File: config.mk
export PLATFORM = sky130hd
export DESIGN_NAME = websocket_frame_builder
export DESIGN_NICKNAME = d
export VERILOG_FILES = /design/src/rtl/wsfb_pkg.sv /design/src/rtl/websocket_frame_builder.sv /design/src/rtl/wsfb_front.sv /design/src/rtl/wsfb_queue.sv /design/src/rtl/wsfb_back.sv
export SDC_FILE = /design/constraint.sdc
export NUM_CORES = 1
export LEC_CHECK = 0
export ABC_AREA = 1
export BUFFER_PORTS_ARGS = -buffer_cell sky130_fd_sc_hd__buf_4
export CAP_MARGIN = 20
export CORE_ASPECT_RATIO = 1.5
export CORE_MARGIN = 4
export CORE_UTILIZATION = 40
export DETAILED_ROUTE_END_ITERATION = 8
export GPL_TIMING_DRIVEN = 1
export HOLD_SLACK_MARGIN = 0.08
export PLACE_DENSITY_LB_ADDON = 0.12
export SETUP_SLACK_MARGIN = 0.5
export SLEW_MARGIN = 20
export SYNTH_ARGS = -nofsm -noshare
export SYNTH_HDL_FRONTEND = slang
export SYNTH_SLANG_ARGS = --single-unit
File: constraint.sdc
create_clock -name clock -period 14.33 [get_ports clock]
set_input_delay 2.1495 -clock clock [delete_from_list [all_inputs] [get_ports clock]]
set_output_delay 2.1495 -clock clock [all_outputs]
set_load 0.03 [all_outputs]
File: src/rtl/wsfb_pkg.sv
package wsfb_pkg;

   localparam int LEN_W  = 63;
   localparam int KEY_W  = 32;
   localparam int BYTE_W = 8;
   localparam int IDX_W  = 4;

   // Request commands.
   localparam logic CMD_BEGIN = 1'b0;
   localparam logic CMD_DATA  = 1'b1;

   // Byte address of the key register.
   localparam logic [2:0] REG_KEY_ADDR = 3'd0;

   // Kind of work that the back end carries out for one queue entry.
   localparam logic [1:0] KIND_HDR  = 2'd0;
   localparam logic [1:0] KIND_DATA = 2'd1;
   localparam logic [1:0] KIND_ERR  = 2'd2;

   localparam logic [KEY_W-1:0]  KEY_RESET = 32'h1234_5678;
   localparam logic [BYTE_W-1:0] FIN_BIT   = 8'h80;
   localparam logic [6:0]        LEN7_16   = 7'd126;
   localparam logic [6:0]        LEN7_64   = 7'd127;
   localparam logic [LEN_W-1:0]  LEN7_MAX  = 63'd125;
   localparam logic [LEN_W-1:0]  LEN16_MAX = 63'h0000_0000_0000_FFFF;

   // Number of extended length bytes for each length form, then key and fixed header byte counts.
   localparam logic [IDX_W-1:0] EXT_NONE  = 4'd0;
   localparam logic [IDX_W-1:0] EXT_16    = 4'd2;
   localparam logic [IDX_W-1:0] EXT_64    = 4'd8;
   localparam logic [IDX_W-1:0] KEY_BYTES = 4'd4;
   localparam logic [IDX_W-1:0] FIXED_HDR = 4'd2;

   typedef struct packed {
      logic [1:0]        kind;
      logic [3:0]        opcode;
      logic              mask;
      logic [LEN_W-1:0]  len;
      logic [IDX_W-1:0]  ext_cnt;
      logic [IDX_W-1:0]  last_idx;
      logic [KEY_W-1:0]  key;
      logic [BYTE_W-1:0] data;
      logic              fend;
   } entry_type;

   // Key byte 0 sits in the most significant byte.
   function automatic logic [BYTE_W-1:0] key_byte(input logic [KEY_W-1:0] key,
                                                  input logic [1:0] pos);
      logic [BYTE_W-1:0] b;
      case (pos)
         2'd0: b = key[31:24];
         2'd1: b = key[23:16];
         2'd2: b = key[15:8];
         2'd3: b = key[7:0];
         default: b = key[7:0];
      endcase
      return b;
   endfunction

endpackage

File: src/rtl/websocket_frame_builder.sv
// Channel  Direction  Handshake              Beat content
// req      in         req_valid/req_stall    cmd, opcode, mask, length, data byte
// rsp      out        rsp_valid/rsp_stall    frame byte, last_of_run, frame_end, error
// csr      in/out     APB, pready tied high  masking key at byte address 0
//
// A payload item gives one beat, a begin item 2 to 14 header beats, one per unstalled cycle.
// The input side takes one item per cycle until the entry queue (QUEUE_DEPTH) fills;
// header runs drain it at one beat a cycle and payload at one byte a cycle, when not stalled.
// The output beat sits in a register; a stall holds it while the front keeps queueing.
// Synchronous reset clears frame state, the queue and the output; the key returns to 0x12345678.
module websocket_frame_builder #(
   parameter int QUEUE_DEPTH = 4
) (
   input  logic        clock,
   input  logic        reset,
   input  logic        req_valid,
   output logic        req_stall,
   input  logic        req_cmd,
   input  logic [3:0]  req_frame_opcode,
   input  logic        req_mask_enable,
   input  logic [62:0] req_frame_length,
   input  logic [7:0]  req_data_byte,
   output logic        rsp_valid,
   input  logic        rsp_stall,
   output logic [7:0]  rsp_out_byte,
   output logic        rsp_last_of_run,
   output logic        rsp_frame_end,
   output logic        rsp_error,
   input  logic        csr_psel,
   input  logic        csr_penable,
   input  logic        csr_pwrite,
   input  logic [2:0]  csr_paddr,
   input  logic [31:0] csr_pwdata,
   output logic [31:0] csr_prdata,
   output logic        csr_pready
);
   import wsfb_pkg::*;

   logic [KEY_W-1:0] key_ff;
   logic             key_sel;
   logic             q_full, q_push, q_empty, q_pop;
   entry_type        q_entry, q_head;

   assign csr_pready = 1'b1;
   assign key_sel    = (csr_paddr[2] == REG_KEY_ADDR[2]);
   assign csr_prdata = key_sel ? key_ff : '0;

   always_ff @(posedge clock) begin
      if (reset) begin
         key_ff <= KEY_RESET;
      end else if (csr_psel && csr_penable && csr_pwrite && key_sel) begin
         key_ff <= csr_pwdata;
      end
   end

   wsfb_front u_front (
      .clock            (clock),
      .reset            (reset),
      .req_valid        (req_valid),
      .req_stall        (req_stall),
      .req_cmd          (req_cmd),
      .req_frame_opcode (req_frame_opcode),
      .req_mask_enable  (req_mask_enable),
      .req_frame_length (req_frame_length),
      .req_data_byte    (req_data_byte),
      .frame_key        (key_ff),
      .q_full           (q_full),
      .q_push           (q_push),
      .q_entry          (q_entry)
   );

   wsfb_queue #(
      .DEPTH (QUEUE_DEPTH)
   ) u_queue (
      .clock      (clock),
      .reset      (reset),
      .push       (q_push),
      .push_entry (q_entry),
      .full       (q_full),
      .pop        (q_pop),
      .empty      (q_empty),
      .head       (q_head)
   );

   wsfb_back u_back (
      .clock           (clock),
      .reset           (reset),
      .q_empty         (q_empty),
      .q_head          (q_head),
      .q_pop           (q_pop),
      .rsp_valid       (rsp_valid),
      .rsp_stall       (rsp_stall),
      .rsp_out_byte    (rsp_out_byte),
      .rsp_last_of_run (rsp_last_of_run),
      .rsp_frame_end   (rsp_frame_end),
      .rsp_error       (rsp_error)
   );

endmodule

File: src/rtl/wsfb_front.sv
module wsfb_front (
   input  logic                      clock,
   input  logic                      reset,
   input  logic                      req_valid,
   output logic                      req_stall,
   input  logic                      req_cmd,
   input  logic [3:0]                req_frame_opcode,
   input  logic                      req_mask_enable,
   input  logic [wsfb_pkg::LEN_W-1:0] req_frame_length,
   input  logic [7:0]                req_data_byte,
   input  logic [wsfb_pkg::KEY_W-1:0] frame_key,
   input  logic                      q_full,
   output logic                      q_push,
   output wsfb_pkg::entry_type       q_entry
);
   import wsfb_pkg::*;

   logic [1:0]       key_pos_ff, key_pos_in;
   logic             mask_act_ff, mask_act_in;
   logic [LEN_W-1:0] remain_ff, remain_in;
   logic             accept;
   logic [IDX_W-1:0] key_cnt;

   assign req_stall = q_full;
   assign accept    = req_valid && !q_full;
   assign q_push    = accept;

   always_comb begin
      key_pos_in  = key_pos_ff;
      mask_act_in = mask_act_ff;
      remain_in   = remain_ff;
      key_cnt     = req_mask_enable ? KEY_BYTES : EXT_NONE;

      q_entry          = '0;
      q_entry.opcode   = req_frame_opcode;
      q_entry.mask     = req_mask_enable;
      q_entry.len      = req_frame_length;
      q_entry.key      = frame_key;

      if (req_cmd == CMD_BEGIN) begin
         q_entry.kind = KIND_HDR;
         if (req_frame_length <= LEN7_MAX) begin
            q_entry.ext_cnt = EXT_NONE;
         end else if (req_frame_length <= LEN16_MAX) begin
            q_entry.ext_cnt = EXT_16;
         end else begin
            q_entry.ext_cnt = EXT_64;
         end
         q_entry.last_idx = q_entry.ext_cnt + key_cnt + 4'd1;
         q_entry.fend     = (req_frame_length == '0);
         key_pos_in  = 2'd0;
         mask_act_in = req_mask_enable;
         remain_in   = req_frame_length;
      end else if (remain_ff == '0) begin
         q_entry.kind = KIND_ERR;
      end else begin
         q_entry.kind = KIND_DATA;
         q_entry.data = req_data_byte ^
                        (mask_act_ff ? key_byte(frame_key, key_pos_ff) : 8'h00);
         q_entry.fend = (remain_ff == LEN_W'(1));
         key_pos_in   = key_pos_ff + 2'd1;
         remain_in    = remain_ff - LEN_W'(1);
      end
   end

   always_ff @(posedge clock) begin
      if (reset) begin
         key_pos_ff  <= 2'd0;
         mask_act_ff <= 1'b0;
         remain_ff   <= '0;
      end else if (accept) begin
         key_pos_ff  <= key_pos_in;
         mask_act_ff <= mask_act_in;
         remain_ff   <= remain_in;
      end
   end

endmodule

File: src/rtl/wsfb_queue.sv
module wsfb_queue #(
   parameter int DEPTH = 4
) (
   input  logic                clock,
   input  logic                reset,
   input  logic                push,
   input  wsfb_pkg::entry_type push_entry,
   output logic                full,
   input  logic                pop,
   output logic                empty,
   output wsfb_pkg::entry_type head
);
   import wsfb_pkg::*;

   localparam int PTR_W = (DEPTH > 1) ? $clog2(DEPTH) : 1;
   localparam int CNT_W = $clog2(DEPTH + 1);

   entry_type        slots_ff [DEPTH];
   logic [PTR_W-1:0] wr_ptr_ff, rd_ptr_ff;
   logic [CNT_W-1:0] count_ff;
   logic             do_pop;

   assign full   = (count_ff == CNT_W'(DEPTH));
   assign empty  = (count_ff == '0);
   assign head   = slots_ff[rd_ptr_ff];
   assign do_pop = pop && !empty;

   function automatic logic [PTR_W-1:0] next_ptr(input logic [PTR_W-1:0] p);
      return (p == PTR_W'(DEPTH - 1)) ? '0 : p + PTR_W'(1);
   endfunction

   always_ff @(posedge clock) begin
      if (push) begin
         slots_ff[wr_ptr_ff] <= push_entry;
      end
   end

   always_ff @(posedge clock) begin
      if (reset) begin
         wr_ptr_ff <= '0;
         rd_ptr_ff <= '0;
         count_ff  <= '0;
      end else begin
         if (push) begin
            wr_ptr_ff <= next_ptr(wr_ptr_ff);
         end
         if (do_pop) begin
            rd_ptr_ff <= next_ptr(rd_ptr_ff);
         end
         if (push && !do_pop) begin
            count_ff <= count_ff + CNT_W'(1);
         end else if (do_pop && !push) begin
            count_ff <= count_ff - CNT_W'(1);
         end
      end
   end

endmodule

File: src/rtl/wsfb_back.sv
module wsfb_back (
   input  logic                clock,
   input  logic                reset,
   input  logic                q_empty,
   input  wsfb_pkg::entry_type q_head,
   output logic                q_pop,
   output logic                rsp_valid,
   input  logic                rsp_stall,
   output logic [7:0]          rsp_out_byte,
   output logic                rsp_last_of_run,
   output logic                rsp_frame_end,
   output logic                rsp_error
);
   import wsfb_pkg::*;

   logic [IDX_W-1:0]  idx_ff, idx_in;
   logic              valid_ff;
   logic [7:0]        byte_ff, byte_in;
   logic              last_ff, fend_ff, err_ff;
   logic              load, emit, is_last;
   logic [IDX_W-1:0]  j, kpos, sel;
   logic [6:0]        len7;
   logic [63:0]       len64;

   // The output register takes a new beat whenever it is empty or being drained and the queue has an entry.
   assign load    = !valid_ff || !rsp_stall;
   assign emit    = load && !q_empty;
   assign is_last = (idx_ff == q_head.last_idx);
   assign q_pop   = emit && is_last;

   always_comb begin
      j     = idx_ff - FIXED_HDR;
      kpos  = j - q_head.ext_cnt;
      sel   = q_head.ext_cnt - j - 4'd1;
      len64 = {1'b0, q_head.len};
      idx_in = is_last ? '0 : idx_ff + 4'd1;
      case (q_head.ext_cnt)
         EXT_16:  len7 = LEN7_16;
         EXT_64:  len7 = LEN7_64;
         default: len7 = q_head.len[6:0];
      endcase
      case (q_head.kind)
         KIND_HDR: begin
            if (idx_ff == 4'd0) begin
               byte_in = FIN_BIT | {4'h0, q_head.opcode};
            end else if (idx_ff == 4'd1) begin
               byte_in = {q_head.mask, len7};
            end else if (j < q_head.ext_cnt) begin
               byte_in = len64[{sel[2:0], 3'b000} +: 8];
            end else begin
               byte_in = key_byte(q_head.key, kpos[1:0]);
            end
         end
         KIND_DATA: byte_in = q_head.data;
         default:   byte_in = 8'h00;
      endcase
   end

   always_ff @(posedge clock) begin
      if (reset) begin
         valid_ff <= 1'b0;
         idx_ff   <= '0;
      end else if (load) begin
         valid_ff <= !q_empty;
         if (emit) begin
            idx_ff <= idx_in;
         end
      end
   end

   always_ff @(posedge clock) begin
      if (emit) begin
         byte_ff <= byte_in;
         last_ff <= is_last;
         fend_ff <= is_last && q_head.fend;
         err_ff  <= (q_head.kind == KIND_ERR);
      end
   end

   assign rsp_valid       = valid_ff;
   assign rsp_out_byte    = byte_ff;
   assign rsp_last_of_run = last_ff;
   assign rsp_frame_end   = fend_ff;
   assign rsp_error       = err_ff;

endmodule

# Yosys cells after proc, flatten, opt, wreduce, memory -nomap -nowiden
# Memories as Yosys holds them, arrays and structs flattened. A register that Yosys moved wholly into a read port is not among the register bits.
# Index checks and enable logic that the tools add are counted.
totals:
  romBits: 0
  latch_bits: 0
  mem_bits_rw: 476
  ff_bits: 121
  mem_count: 1
memory_table:
  columns: ["name", "words", "width", "rd", "rd_clocked_by_memory_dff", "wr", "line", "rtl"]
  rows:
  - ["u_queue.slots_ff", 4, 119, 1, 1, 1, "wsfb_queue.sv:18", "entry_type slots_ff [DEPTH];"]
classes:
  n_div: 0
  n_reduce_logical: 28
  shifts: 1
  multipliers: 0
  n_eq_ne: 17
  n_addsub: 13
  bitwise_logic: 3
  magnitude_cmp: 3
  mux: 34
ops:
  columns: ["cell", "count"]
  rows:
  - ["$logic_not 63->1", 2]
  - ["$mux 63", 2]
  - ["$mux 8", 8]
  - ["$pmux 8 s4", 2]
  - ["$shiftx 64x7->8", 1]
  - ["$eq 63x1->1 const B", 1]
  - ["$le 63x16->1 const B", 1]
  - ["$le 63x7->1 const B", 1]
  - ["$sub 63x1->63 const B", 1]
  - ["$mux 32", 1]
  - ["$mux 2", 8]
  - ["$mux 4", 4]
  - ["$pmux 8 s2", 1]
  - ["$eq 2x2->1 const B", 7]
  - ["$pmux 7 s2", 1]
  - ["$logic_and 1x1->1", 10]
  - ["$mux 3", 3]
  - ["$mux 9", 1]
  - ["$add 4x1->4 const B", 2]
  - ["$xor 8x8->8", 1]
  - ["$add 2x1->2 const B", 3]
  - ["$eq 2x1->1 const B", 3]
  - ["$logic_not 1->1", 6]
  - ["$logic_not 2->1", 3]
  - ["other kinds (20)", 26]

# Longest topological paths before layout
# Gate-level depths: netlist of run 1.
logic_depth:
  ltp_word: 8
  depth_mapped: 23

# By module
# Synthesis of run 1 repeated with hierarchy kept, for this count alone.
unflattened:
  cells_unflattened: 3023
  area_unflattened_um2: 28641.2
by_module_without_submodules:
  columns: ["module", "n_inst", "cells_per_inst", "area_each_um2"]
  rows:
  - ["wsfb_queue", 1, 1216, 18131.1]
  - ["wsfb_front", 1, 1197, 6817.8]
  - ["wsfb_back", 1, 354, 2006.9]
  - ["websocket_frame_builder", 1, 256, 1685.4]

# Worst setup path after synthesis of run 1
# No wires, ideal clock.
synth_path:
  kind: "input port to flip-flop"
  from: "in req_valid"
  to: "mem u_queue.slots_ff[0][0] (netlist bit) (enable)"
  setup_ns: 0.591
  path_stages: 4
  required_ns: 13.739
  setup_slack_ns: 6.142
  t_arrival_ns: 7.598
  path_cell_list: "inv_1 -> nor2_1 -> inv_1 -> nor2_1"
synth_between:
  elab_chain_len: 3
synth_lines:
  columns: ["element", "line", "rtl"]
  rows:
  - ["start, declared", "websocket_frame_builder.sv:16", "input logic req_valid,"]
  - ["$logic_and 1x1->1", "wsfb_front.sv:25", "assign accept = req_valid && !q_full;"]
  - ["via q_push", "websocket_frame_builder.sv:41", "logic q_full, q_push, q_empty, q_pop;"]
  - ["$mux 1", "wsfb_queue.sv:33", "if (push) begin"]
  - ["$mux 1 (not written as such)", "wsfb_queue.sv:34", "slots_ff[wr_ptr_ff] <= push_entry;"]
  - ["end, declared", "wsfb_queue.sv:18", null]
# The timed path passes the listed nets, and every way through them passes these cells.

# Worst setup path in the final report of run 1
layout_path:
  from: "in csr_paddr[2]"
  to: "out csr_prdata[14]"
layout_between:
  elab_chain_len: 1
layout_lines:
  columns: ["element", "line", "rtl"]
  rows:
  - ["start, declared", "websocket_frame_builder.sv:32", "input logic [2:0] csr_paddr,"]
  - ["$mux 32", "websocket_frame_builder.sv:46", "assign csr_prdata = key_sel ? key_ff : '0;"]
  - ["end, declared", "websocket_frame_builder.sv:34", "output logic [31:0] csr_prdata,"]
# Every way passes these cells.

==> out/metrics.cfg, run 1 <==
[outcome]
status=finished, final reports clean

[timing]
slew_violations=0
slew_headroom_pct=26.5
rsz0062_at_grt=false
layout_min_cycle_time_ns=4.89
fmax_mhz=205
tns_ns=0
final_hold_viol_count=0
setup_viol_count_final=0
fin_ws_ns=9.44
worst_slew_pin_slew_ns=1.10
finClkSkew_ns=0.0232
fin_crit_sh_pct=34.1

[min_path]
min_path_type=reg -> reg
holdPathStages=2

[synthesis]
synthAdderAreaFrac_pct=1.07
synth_area_per_cell_um2=9.42
synth-edff-count=471
synth.area.mux_share_pct=0
netlist_area_um2=26400
async_flop_share_pct=0
syn_nets=2940
synth_xor_area_share_pct=0.864
syn-instance-count=2799
synth-seq-cells=583
yosysWarnings=0
synth_compound_area_share_pct=9.58
yosysSeqAreaShare_pct=62.2
synth_top_family_by_area=simple AND/OR/NAND/NOR gates
synthSimpleGateAreaFrac_pct=21.6
synth_cell_type_count=50
synth_top_flop_cell=edfxtp_1

[power]
p_switching_w=0.00197
ir_worst_vdd_mv=0.111
power_leakage_nw=11.5
power_frac_seq_pct=39.9
swShare_pct=36.6
combPwrFrac_pct=30.8
p_clk_share_pct=29.3
power_density_nw_per_um2=177
p_int_w=0.00341
total_power_w=0.00537

[clock_tree]
numCtsBuffers=57
hold_buffers=0
ctsResizeCount=0
cts_tree=yes
clock_path_buffers=3
root_buffer=clkbuf_16
cts_max_level=2
clkSinkCount=583
post-cts-setup-buffers=0
clk_latency_ns=0.64
cts.clk_slew.worst_paths_ns=0.07

[place]
dp_hpwl_um=58500
io_buffer_count=161
gp_congestion=0.984
place_ws_ns=8.83

[global_route]
grt_pass1_wl_um=126000
grt_usage_pct=24.0
grt_pass1_vias=20200
grt-ovfl-total=0
antenna_found_initial=3
grt_max_degree=91

[floorplanning]
fp-row-count=115
initial_core_util_pct=40.3
core_area_um2=65500
dieHeight_um=322
fp.dieArea_um2=70200
ios=165
die_x_um=218

[flow_run]
max_cap_viol_count=0

[detailed_routing]
wl_per_cell_um=22.4
drt_iter0_drc=1586
vias=20500
dr.pass1.iters=7
vias_per_cell=5.33
drtAntennaViolNets=0
drt_wl_total_um=86100
drc=0

[finish]
post-route-util_pct=46.3
mostFrequentLayoutCells=nand2_1, edfxtp_1, nor2_1, o21ai_0, buf_4
final_common_cell=nand2_1
fill_cells=6303
layout.nets=3051
synthToLayoutAreaGrowth_pct=15.0
drive_gt1_share_pct=11.3

[setup_path]
start_kind=input pin
reg2regPathDepth=18
critical_path_class=in -> out
crit_fanout=33
end_kind=primary output
cp.required_ns=12.18
arrival_ns=2.74

==> through the flow <==
step | area [um2] | std cells | hold slack (ns)
2_1_floorplan | 26400 | 2799 | 0.444
3_3_place_gp | 28300 | 3728 | 0.453
3_5_place_dp | 28300 | 3728 | 0.466
4_1_cts | 30300 | 3836 | 0.476
5_1_grt | 30300 | 3838 | 0.494
6_report | 30300 | 3839 | 0.472
==> synth_stat cells, drive strengths merged, types with 2 or more instances <==
master | n | area (um2)
xor2 | 22 | 193
a32o | 3 | 30.0
a22oi | 2 | 15.0
nand3b | 8 | 60.1
nor3 | 17 | 90.1
a32oi | 3 | 26.3
clkbuf | 76 | 287
o22ai | 55 | 344
buf | 64 | 324
nand4 | 25 | 156
nor3b | 2 | 15.0
nand3 | 155 | 791
nand2 | 719 | 2700
dfxtp | 112 | 2240
xnor2 | 4 | 35.0
nor2 | 449 | 1720
o211ai | 16 | 120
or2 | 10 | 62.6
a22o | 3 | 26.3
edfxtp | 471 | 14100
inv | 164 | 616
a31oi | 3 | 18.8
ha | 21 | 263
nor4 | 13 | 96.3
o21ai | 220 | 1100
a21oi | 151 | 786
==> worst paths after layout <==
path | start | end | slack [ns]
worst max register to register | flop | u_back.rsp_out_byte[3]$_DFFE_PN_ | 9.82
worst min-delay path | u_front.remain_ff[1]$_SDFFE_PP0P_ | u_front.remain_ff[1]$_SDFFE_PP0P_ | 0.47
worst min register to register | u_front.remain_ff[1]$_SDFFE_PP0P_ | u_front.remain_ff[1]$_SDFFE_PP0P_ | 0.47
worst max-delay path | csr_paddr[2] | csr_prdata[14] | 9.44
==> kinds of logic (layout without fill, tap and decap cells) <==
group	Yosys count	in the layout
AO/OA/AOI/OAI	463	463
XOR/XNOR	26	26
adder cells (fa/ha/maj)	22	22
buffers and inverters	305	465
flip-flops	583	583
other	1	4
AND/OR/NAND/NOR	1399	1399
==> power groups by stage <==
stage / clock [W] / sequential [W] / combinational (W)
2_1_floorplan: 0 / 0.00220 / 0.00100
3_3_place_gp: 0 / 0.00217 / 0.00167
3_5_place_dp: 0 / 0.00218 / 0.00168
4_1_cts: 0.00161 / 0.00214 / 0.00169
5_1_grt: 0.00167 / 0.00216 / 0.00183
6_report: 0.00157 / 0.00214 / 0.00166
==> layout make-up <==
cell class / count / area, um2 / area share (%)
Clock inverter: 37 / 452 / 1.49
Sequential cell: 583 / 16400 / 54.1
Multi-Input combinational cell: 1911 / 8790 / 29.0
Antenna cell: 3 / 7.51 / 0.0248
Inverter: 165 / 627 / 2.07
Tap cell: 877 / 1100 / 3.62
Timing Repair Buffer: 192 / 1440 / 4.76
Clock buffer: 71 / 1500 / 4.95
==> critical path, cell delays in order <==
cell	delay [ns]
buf_4	0.28
nor2_1	0.11
buf_4	0.18
==> sequential cells by signal, summed over array words and instances (netlist names), 2 cells and up, named ones only <==
signal and cells:
u_queue.wr_ptr_ff 2, u_queue.count_ff 3, key_ff 32, u_back.idx_ff 4, u_queue.slots_ff 460, u_front.key_pos_ff 2, u_front.remain_ff 63, u_back.rsp_out_byte 8
u_queue.rd_ptr_ff 2
==> routing by layer <==
layer / track usage, % / routed length (um) / share of wire (%)
met5: 0 / 0 / 0
met4: 11.9 / 4890 / 5.7
met3: 3.25 / 3830 / 4.5
met2: 44.2 / 45200 / 53
met1: 27.0 / 32100 / 37
Note: power is estimated with default switching activity, not from simulation.
==> inputs of run 2 (changes only) <==
Clock period 14.33 ns to 4.8 ns, I/O delays scaled along.
==> run 2 against run 1 <==
Final cell count stayed put. Hold slack got worse by 0.17 ns. Total power grew to 3.0 times the previous value. Die area unchanged. Sequential share of layout area decreased by 0.26 points. Setup slack worse by 8.4 ns. Via count decreased by 0.54%. Critical path type is now reg -> reg.
==> out/metrics.cfg, run 2 (synthesis gave the netlist of run 1 again) <==
[global_route]
antenna_found_initial=2  ; -1
grt_pass1_wl_um=128000  ; +1.5%
grt_max_degree=113  ; +24%
grt_usage_pct=24.4  ; +0.49 points
grt_pass1_vias=20000  ; -0.90%
grt-ovfl-total=0  ; unchanged

[floorplanning]
initial_core_util_pct=40.3  ; unchanged
fp-row-count=115  ; unchanged
die_x_um=218  ; unchanged
ios=165  ; unchanged
fp.dieArea_um2=70200  ; unchanged
core_area_um2=65500  ; unchanged
dieHeight_um=322  ; unchanged

[setup_path]
arrival_ns=4.14  ; +1.40 ns
cp.required_ns=5.18  ; -7.00 ns
critical_path_class=reg -> reg
cp_common_cell=nand2_1
slowest_delay_ns=0.59  ; +0.31 ns
start_kind=flop
critPathSlowestCell=dfxtp_4
crit_fanout=49  ; +48%
end_kind=flop
path_cells=buf_4, nand2_1, a32oi_1, ha_1, nor2_2, buf_4, nand2_1, nand2_1, nor2_1, nand2_1, nand3_1, nand2_1, nand2_1, nand2_1, nand2_1, nand2_1, nand2_1

[detailed_routing]
wl_per_cell_um=22.8  ; +1.9%
vias=20400  ; -0.54%
dr.pass1.iters=5  ; -2
drtAntennaViolNets=0  ; unchanged
drc=0  ; unchanged
vias_per_cell=5.30  ; -0.54%
drt_wl_total_um=87700  ; +1.9%
drt_iter0_drc=1718  ; +8.3%

[timing]
finClkSkew_ns=0.0169  ; -0.00627 ns
fmax_mhz=265
rsz0062_at_grt=false
setup_viol_count_final=0  ; unchanged
whs_ns=0.297  ; -0.175 ns
slew_headroom_pct=30.4  ; +3.9 points
layout_min_cycle_time_ns=3.77
worst_slew_pin_slew_ns=1.04  ; -0.0595 ns
fin_ws_ns=1.03  ; -8.41 ns
fin_crit_sh_pct=78.5
final_hold_viol_count=0  ; unchanged
slew_violations=0  ; unchanged

[power]
power_density_nw_per_um2=531  ; +200%
ir_worst_vdd_mv=0.316  ; +190%
power_leakage_nw=11.6  ; +0.66%
total_power_w=0.0162  ; +200%

[finish]
mostFrequentLayoutCells=nand2_1, edfxtp_1, nor2_1, o21ai_0, buf_4
post-route-util_pct=46.5  ; +0.22 points
largest-register=u_queue.slots_ff
finalInstanceArea_um2=30500  ; +0.48%
reg.largest.list=u_queue.slots_ff (460), u_front.remain_ff (63), key_ff (32)
fill_cells=6196  ; -1.7%
synthToLayoutAreaGrowth_pct=15.5
drive_gt1_share_pct=11.7  ; +0.43 points
layout.nets=3054  ; +0.098%
largest_reg_flops=460  ; unchanged
final_common_cell=nand2_1

[clock_tree]
hold_buffers=0  ; unchanged
clk_latency_ns=0.63  ; about the same
numCtsBuffers=57  ; unchanged
clock_path_buffers=3  ; unchanged
root_buffer=clkbuf_16
clkSinkCount=583  ; unchanged
ctsResizeCount=0  ; unchanged
cts_max_level=2  ; unchanged
cts_tree=yes
post-cts-setup-buffers=0  ; unchanged
cts.clk_slew.worst_paths_ns=0.07  ; about the same

[min_path]
min_path_type=in -> reg

[place]
place_ws_ns=0.999  ; -7.83 ns
dp_hpwl_um=59500  ; +1.7%
io_buffer_count=161  ; unchanged
gp_congestion=0.922  ; -6.3%
placed_cell_area_um2=28400  ; +0.35%

[outcome]
status=finished, final reports clean

[flow_run]
max_cap_viol_count=0  ; unchanged

## run 2: where the power goes
part           leakage [nW]  switching, W  internal [W]
Combinational          5.40       0.00356       0.00138
Sequential             5.20      0.000312       0.00613
Clock                 0.992       0.00200       0.00279
Total                  11.6       0.00586        0.0103
## run 2: area by class of cell
cell class                      count  area [um2]  area share (%)
Sequential cell                   583       16400            53.8
Clock buffer                       72        1600            5.24
Clock inverter                     35         407            1.34
Antenna cell                        1        2.50         0.00822
Tap cell                          877        1100            3.60
Timing Repair Buffer              195        1550            5.09
Inverter                          165         627            2.06
Multi-Input combinational cell   1911        8780            28.8
## run 2: layer usage
metal	GRT usage [%]	share of wire [%]	up-vias
met1	27.6	37	9853
met5	0	0.015	-
met3	3.13	4.6	155
li1	-	-	9719
met2	45.6	53	626
met4	11.4	5.3	2
## run 2: worst max-delay path, delay by kind of cell, from the launching register on
kind                     cells  cell delay, ns
AND/OR/NAND/NOR             13            1.42
flip-flops                   1            0.59
buffers and inverters        2            0.81
adder cells (fa/ha/maj)      1            0.37
AO/OA/AOI/OAI                1            0.29
## run 2: stage by stage
step           cells  TNS (ns)
6_report        3839         0
5_1_grt         3838         0
4_1_cts         3838         0
3_5_place_dp    3731         0
3_3_place_gp    3731         0
2_1_floorplan   2799    -28.05
## run 2: worst paths after layout
path / start / end / slack (ns) / cells past startpoint
max: flop / u_back.rsp_out_byte[3]$_DFFE_PN_ / 1.03 / 17
min: req_frame_opcode[1] / u_queue.slots_ff[3][114]$_DFFE_PP_ / 0.30 / 1
max reg2reg: flop / u_back.rsp_out_byte[3]$_DFFE_PN_ / 1.03 / 17
min reg2reg: u_front.remain_ff[1]$_SDFFE_PP0P_ / u_front.remain_ff[1]$_SDFFE_PP0P_ / 0.47 / 2
